$ cat src/rtl/png_scanline_unfilter_rgb8_unit_assert.svh
// assertion macros for the png scanline unfilter unit
`ifndef PNG_SCANLINE_UNFILTER_RGB8_UNIT_ASSERT_SVH
`define PNG_SCANLINE_UNFILTER_RGB8_UNIT_ASSERT_SVH

`ifndef SYNTHESIS

// same-cycle implication, checked out of reset
`define PSU_ASSERT_NOW(label, clk, rst_n, pre, post) \
    label: assert property (@(posedge clk) disable iff (!rst_n) (pre) |-> (post)) \
        else $error("psu check failed: same-cycle rule");

// next-cycle implication, checked out of reset
`define PSU_ASSERT_NEXT(label, clk, rst_n, pre, post) \
    label: assert property (@(posedge clk) disable iff (!rst_n) (pre) |=> (post)) \
        else $error("psu check failed: next-cycle rule");

`else

`define PSU_ASSERT_NOW(label, clk, rst_n, pre, post)
`define PSU_ASSERT_NEXT(label, clk, rst_n, pre, post)

`endif

`endif

$ cat src/rtl/psu_pkg.sv
// shared types and constants for the png scanline unfilter unit
package psu_pkg;

    localparam int unsigned PSU_MAX_PIXELS      = 1024;
    localparam int unsigned PSU_BYTES_PER_PIXEL = 3;

    localparam int unsigned ROW_PIXELS_W = 11;
    localparam int unsigned IMAGE_ROWS_W = 16;

    localparam logic [ROW_PIXELS_W-1:0] ROW_PIXELS_RST = 11'd1024;
    localparam logic [IMAGE_ROWS_W-1:0] IMAGE_ROWS_RST = 16'd1;

    // register indexes on the config port
    localparam logic REG_ROW_PIXELS = 1'b0;
    localparam logic REG_IMAGE_ROWS = 1'b1;

    // filter type codes
    localparam logic [7:0] FILT_NONE  = 8'd0;
    localparam logic [7:0] FILT_SUB   = 8'd1;
    localparam logic [7:0] FILT_UP    = 8'd2;
    localparam logic [7:0] FILT_AVG   = 8'd3;
    localparam logic [7:0] FILT_PAETH = 8'd4;

    // colour channels
    localparam logic [1:0] CH_RED  = 2'd0;
    localparam logic [1:0] CH_BLUE = 2'd2;

    typedef struct packed {
        logic [7:0] filter;
        logic [7:0] x;
        logic [7:0] a;
        logic [7:0] b;
        logic [7:0] c;
    } t_pred_in;

endpackage

$ cat src/rtl/psu_predict.sv
// filter predictor and byte reconstruction
module psu_predict (
    input  psu_pkg::t_pred_in i_pred,
    output logic [7:0]        o_value,
    output logic              o_bad
);
    import psu_pkg::*;

    logic signed [9:0] p_a;
    logic signed [9:0] p_b;
    logic signed [9:0] p_c;
    logic signed [9:0] d_a;
    logic signed [9:0] d_b;
    logic signed [9:0] d_c;
    logic [8:0]        avg_sum;
    logic [7:0]        paeth;
    logic [7:0]        pred;

    // distances of a + b - c to a, b and c
    always_comb begin
        d_a = $signed({2'b00, i_pred.b}) - $signed({2'b00, i_pred.c});
        d_b = $signed({2'b00, i_pred.a}) - $signed({2'b00, i_pred.c});
        d_c = d_a + d_b;
        p_a = (d_a < 0) ? -d_a : d_a;
        p_b = (d_b < 0) ? -d_b : d_b;
        p_c = (d_c < 0) ? -d_c : d_c;
        if (p_a <= p_b && p_a <= p_c) begin
            paeth = i_pred.a;
        end else if (p_b <= p_c) begin
            paeth = i_pred.b;
        end else begin
            paeth = i_pred.c;
        end
    end

    assign avg_sum = {1'b0, i_pred.a} + {1'b0, i_pred.b};

    always_comb begin
        o_bad = 1'b0;
        case (i_pred.filter)
            FILT_NONE:  pred = '0;
            FILT_SUB:   pred = i_pred.a;
            FILT_UP:    pred = i_pred.b;
            FILT_AVG:   pred = avg_sum[8:1];
            FILT_PAETH: pred = paeth;
            default: begin
                pred  = '0;
                o_bad = 1'b1;
            end
        endcase
    end

    assign o_value = i_pred.x + pred;
endmodule

$ cat config.mk
export PLATFORM = sky130hd
export DESIGN_NAME = psu_predict
export DESIGN_NICKNAME = d
export VERILOG_FILES = /design/src/rtl/png_scanline_unfilter_rgb8_unit_assert.svh /design/src/rtl/psu_pkg.sv /design/src/rtl/psu_predict.sv
export SDC_FILE = /design/constraint.sdc
export NUM_CORES = 1
export LEC_CHECK = 0
export BUFFER_PORTS_ARGS = -buffer_cell sky130_fd_sc_hd__buf_2
export CAP_MARGIN = 30
export CELL_PAD_IN_SITES_DETAIL_PLACEMENT = 1
export CELL_PAD_IN_SITES_GLOBAL_PLACEMENT = 2
export CORE_ASPECT_RATIO = 0.6
export CORE_MARGIN = 2
export CORE_UTILIZATION = 35
export DETAILED_ROUTE_END_ITERATION = 12
export GPL_ROUTABILITY_DRIVEN = 0
export PLACE_DENSITY_LB_ADDON = 0.1
export SYNTH_ARGS = -nofsm -noshare
export SYNTH_HDL_FRONTEND = slang
export SYNTH_SLANG_ARGS = --single-unit
$ cat constraint.sdc
create_clock -name vclk -period 19.12
set_input_delay 5.736 -clock vclk [all_inputs]
set_output_delay 5.736 -clock vclk [all_outputs]
set_load 0.02 [all_outputs]
# --- Word level (Yosys, flattened, before mapping) ---
# Index checks and enable logic that the tools add are counted.
word_totals:
  reg_bits: 0
  output_inout_bits: 9
  wordCells: 28
classes:
  n_lt_le_gt_ge: 6
  reduce_logical: 3
  n_eq_ne: 4
  mux: 7
  add_sub_neg: 8
op_table:
  columns: ["cell", "count"]
  rows:
  - ["8-bit one-hot mux with 4 select lines", 1]
  - ["10-bit <= comparator", 3]
  - ["10-bit 2-to-1 mux", 3]
  - ["9-bit negation with 10-bit output", 2]
  - ["9-bit by 1-bit < comparator with 1-bit output, second input constant", 2]
  - ["8-bit by 8-bit subtractor with 9-bit output", 2]
  - ["8-bit by 2-bit equality test with 1-bit output, second input constant", 2]
  - ["8-bit 2-to-1 mux", 2]
  - ["9-bit by 9-bit adder with 10-bit output", 1]
  - ["10-bit by 1-bit < comparator with 1-bit output, second input constant", 1]
  - ["10-bit negation", 1]
  - ["8-bit by 8-bit adder with 9-bit output", 1]
  - ["8-bit adder", 1]
  - ["8-bit by 1-bit equality test with 1-bit output, second input constant", 1]
  - ["8-bit by 3-bit equality test with 1-bit output, second input constant", 1]
  - ["8-bit logical NOT", 1]
  - ["5-bit OR reduction", 1]
  - ["1-bit logical AND", 1]
  - ["1-bit 2-to-1 mux", 1]

# --- Depth between registers and ports, before layout ---
logic_depth:
  word_depth: 9
  mapped_depth: 40
  mapped_depth_nobuf: 38

# --- Least setup slack after synthesis ---
# No wires, ideal clock.
synth_path:
  path_type: "input-to-output"
  start: "input i_pred[8] (netlist bit)"
  end: "output o_value[7]"
  path_stages: 36
  setup_slack_ns: 1.157
  required_time_ns: 13.384
  t_arrival_ns: 12.227
  n_path_buf: 1
  path_cell_list: "inv_1 > ha_1 > inv_1 > fa_1 > xnor2_1 > inv_1 > ha_1 > nand2_1 > o21ai_0 > a21oi_1 > maj3_2 > xor2_2 > xnor2_1 > or3_1 > o31ai_2 > xnor2_1 > ha_1 > nand4_1 > nor2_1 > a31oi_1 > o21a_1 > a211oi_1 > clkbuf_1 > nor2_1 > a21oi_1 > o221ai_1 > ha_1 > a21o_1 > a21oi_1 > nor2b_1 > o21a_1 > o21ai_0 > nand2b_1 > a21oi_1 > xor2_1 > xnor2_1"
synth_via:
  elab_chain_cells: 9
  word_cells_on_any_way: 17
  classes_between: "add/sub (6); order compare (5); mux (5); reduce/logical (1)"
synth_rtl:
  columns: ["element", "line_no", "source"]
  rows:
  - ["from (decl)", "psu_predict.sv:3", "input psu_pkg::t_pred_in i_pred,"]
  - ["8-bit by 8-bit subtractor with 9-bit output", "psu_predict.sv:21", "d_a = $signed({2'b00, i_pred.b}) - $signed({2'b00, i_pred.c});"]
  - ["9-bit by 9-bit adder with 10-bit output", "psu_predict.sv:23", "d_c = d_a + d_b;"]
  - ["10-bit negation / 10-bit by 1-bit < comparator with 1-bit output (equally long branches)", "psu_predict.sv:26", "p_c = (d_c < 0) ? -d_c : d_c;"]
  - ["10-bit 2-to-1 mux", "psu_predict.sv:26", null]
  - ["10-bit <= comparator, on equally long branches", "psu_predict.sv:29, psu_predict.sv:27", null]
  - ["8-bit 2-to-1 mux / 1-bit logical AND (equally long branches)", "psu_predict.sv:29, psu_predict.sv:27", null]
  - ["8-bit 2-to-1 mux", "psu_predict.sv:27", "if (p_a <= p_b && p_a <= p_c) begin"]
  - ["8-bit one-hot mux with 4 select lines (*)", "psu_predict.sv:40", "case (i_pred.filter)"]
  - ["8-bit adder (*)", "psu_predict.sv:53", "assign o_value = i_pred.x + pred;"]
  - ["to (decl)", "psu_predict.sv:4", "output logic [7:0] o_value,"]
# Every way passes the cells marked *; elsewhere a longest branch is shown, timed or not.

# --- Worst setup path in the final report ---
layout_path:
  start: "input i_pred[16] (netlist bit)"
  end: "output o_value[7]"
layout_via:
  elab_chain_cells: 9
  word_cells_on_any_way: 17
  classes_between: "add/sub (6); order compare (5); mux (5); reduce/logical (1)"
layout_rtl:
  columns: ["element", "line_no", "source"]
  rows:
  - ["8-bit by 8-bit subtractor with 9-bit output", "psu_predict.sv:22", "d_b = $signed({2'b00, i_pred.a}) - $signed({2'b00, i_pred.c});"]
  - ["9-bit by 9-bit adder with 10-bit output", "psu_predict.sv:23", null]
  - ["10-bit negation / 10-bit by 1-bit < comparator with 1-bit output (equally long branches)", "psu_predict.sv:26", null]
  - ["10-bit 2-to-1 mux", "psu_predict.sv:26", null]
  - ["10-bit <= comparator, on equally long branches", "psu_predict.sv:29, psu_predict.sv:27", null]
  - ["8-bit 2-to-1 mux / 1-bit logical AND (equally long branches)", "psu_predict.sv:29, psu_predict.sv:27", null]
  - ["8-bit 2-to-1 mux", "psu_predict.sv:27", null]
  - ["8-bit one-hot mux with 4 select lines (*)", "psu_predict.sv:40", null]
  - ["8-bit adder (*)", "psu_predict.sv:53", null]
# Marked as above.

==> key figures <==
Logic synthesis
  • Yosys warns: 0
  • Post-Syn Instances: approximately 410
  • Post-synthesis sequential area ratio: 0
  • Count of different cell masters after synthesis: 57
  • Avg Inst Size Synth: around 7.6 sq um
  • Cell area after synthesis: between 3000 and 4000 sq um

Final layout
  • Nets: about 580
  • Fillers: 1112
  • P&R area growth vs syn: 15.2%
  • Seq Cell Count: 0
  • Ant. Diodes: 0
  • Share of cells above drive strength 1: 0.180
  • Multi-input gate area: approximately 3000 sq um
  • Most frequent cells in the layout: ha_1 (67), buf_2 (49), a21oi_1 (34), inv_1 (33), xnor2_1 (30)
  • Clock buffers: 0
  • Commonest non-fill, non-tap cell in the layout: ha_1
  • Register area: 0 sq um

Route
  • WL per Instance: about 18 um
  • DR pass1 iterations: 4
  • Initial DRC Count: approximately 160
  • Post-DRT Antenna Nets: 0
  • Vias per cell: between 5 and 6
  • Total number of vias: between 3000 and 4000
  • Detailed Route WL: around 10000 um
  • Remaining DRCs: 0

Placement
  • Port-buffer cells: 49
  • DP HPWL: just over 9000 um

Critical path
  • Worst path max stage delay: 0.46 ns
  • CP max stage cell: fa_1
  • Crit start category: input pin
  • CP endpoint kind: primary output
  • Setup Crit Path Kind: input pin to primary output
  • Crit path DAT: 12.79 ns
  • CP max FO: 5
  • Worst setup startpoint: i_pred[16]
  • Buf/Inv on CP: 6
  • Cell family with most CP delay: adder cells
  • Required @ worst endpoint: 13.38 ns

Min path
  • Hold Startpoint: i_pred[35]
  • Hold Crit Class: input pin to primary output

Power
  • Leak Pwr: roughly 1.7 nW
  • Clock share of power: 0
  • Total power: approximately 320 uW
  • Sequential share of power: 0
  • P_int: 136 uW
  • Power Density: around 90 nW/um^2
  • Worst vdd ir: approximately 0.041 mV
  • Switching share of power: 0.581
  • Sw Pwr: between 150 and 200 uW
  • Comb power frac: 1.000

Timing
  • FMAX: roughly 0.054 GHz
  • Final Cycle Share: 0.969
  • TNS Setup: 0 ns
  • RSZ-0062 raised after global routing: false
  • Pins Over Slew Limit: 0
  • Slew @ Worst Pin: approximately 0.6 ns
  • Final setup violation count: 0
  • Minimum clock period: between 15 and 20 ns
  • Fin. Hold Viols: 0
  • Slew HR: 0.598

Job
  • Max_cap viols: 0

Die
  • Die Area: about 9700 sq um
  • Initial Util: 0.362
  • Core Box Area: 8590 sq um
  • Die W: ~130 um
  • Die Ht: 77.1 um
  • IO Count: between 40 and 50
  • # rows: 26

GRT
  • Largest net degree at the start of global routing: 15
  • GRT Total Usage: 0.212
  • First-pass GRT wire length: 16700 um
  • Grt ovf: 0
  • Vias in the first global route: between 3000 and 4000
  • Initial antenna violation count: 0

CTS
  • Hold buffers post-CTS: 0

Run status
  • Run status: finished clean
cells by family after synthesis:
group                    Yosys count  share of synthesized area
adder cells (fa/ha/maj)           76                      0.316
AO/OA/AOI/OAI                    110                      0.240
AND/OR/NAND/NOR                  114                      0.187
multiplexers                      16                     0.0527
other                              2                    0.00241
XOR/XNOR                          51                      0.154
buffers and inverters             39                     0.0474
power groups by stage:
stage	registers (mW)	clock network, mW	logic (mW)
2_1_floorplan	0	0	0.231
3_3_place_gp	0	0	0.308
6_report	0	0	0.324
3_5_place_dp	0	0	0.313
4_1_cts	0	0	0.315
5_1_grt	0	0	0.363
worst paths after layout:
kind / to / slack, ns / cells past startpoint
max: o_value[7] / 0.60 / 36
min: o_bad / 11.81 / 4
per-stage QoR:
stage | util | setup WS [ns] | cell area [sq um] | std cells | hold WS (ns)
4_1_cts | 0.412 | 0.131 | 3540 | 572 | 11.81
2_1_floorplan | - | 1.16 | 3120 | 410 | 11.66
3_5_place_dp | 0.412 | 0.176 | 3540 | 572 | 11.81
6_report | 0.417 | 0.597 | 3580 | 573 | 11.81
3_3_place_gp | 0.412 | 0.215 | 3540 | 572 | 11.80
5_1_grt | 0.417 | 0.0603 | 3580 | 573 | 11.84
tightest hold or removal path, stage by stage:
cell and delay [ns]:
buf_2 0.09, nor2_1 0.06, nand2_1 0.05, buf_2 0.15
final cells by class:
| class | instances | area share |
|---|---|---|
| inverters | 34 | 0.0356 |
| repair buffers | 56 | 0.0841 |
| multi-input cells | 371 | 0.841 |
| well taps | 112 | 0.0391 |
Yosys cell counts (2+ instances only):
cell type	number	share of area
xnor2_1	32	0.090
or3_1	5	0.010
clkbuf_1	4	0.0048
nand3_1	8	0.013
maj3_2	4	0.014
mux2i_1	13	0.042
o21bai_1	4	0.0096
a211oi_1	2	0.0048
a21oi_1	36	0.058
inv_1	33	0.040
a211oi_2	2	0.0080
nand4_1	7	0.014
xor2_1	16	0.045
nor2b_1	16	0.032
nand2_1	21	0.025
ha_1	67	0.27
nand2b_1	9	0.018
nor3_1	6	0.0096
conb_1	2	0.0024
o21ai_1	4	0.0064
a31oi_1	4	0.0080
o221ai_1	4	0.011
nor2_1	29	0.035
or4_1	2	0.0048
o31ai_1	4	0.0096
xor2_2	2	0.010
o211ai_1	2	0.0048
o21a_1	8	0.019
fa_1	5	0.032
nor4_1	3	0.0060
nor3b_1	2	0.0048
o21ai_0	17	0.027
a21o_1	8	0.019
o31a_1	2	0.0056
mux2_2	3	0.011
metal layers:
| metal | part of all wire | wire, um | track usage |
|---|---|---|---|
| met4 | 0.0015 | 15 | 0.00549 |
| met2 | 0.35 | 3570 | 0.282 |
| met1 | 0.59 | 6030 | 0.369 |
| met5 | 0 | 0 | 0 |
| met3 | 0.057 | 584 | 0.0154 |
timing repair:
action                     4_1_cts  5_1_grt
setup endpoints to repair        0        3
gates resized for setup          0        9
setup buffers                    0        1
(Power assumes the default switching activity.)
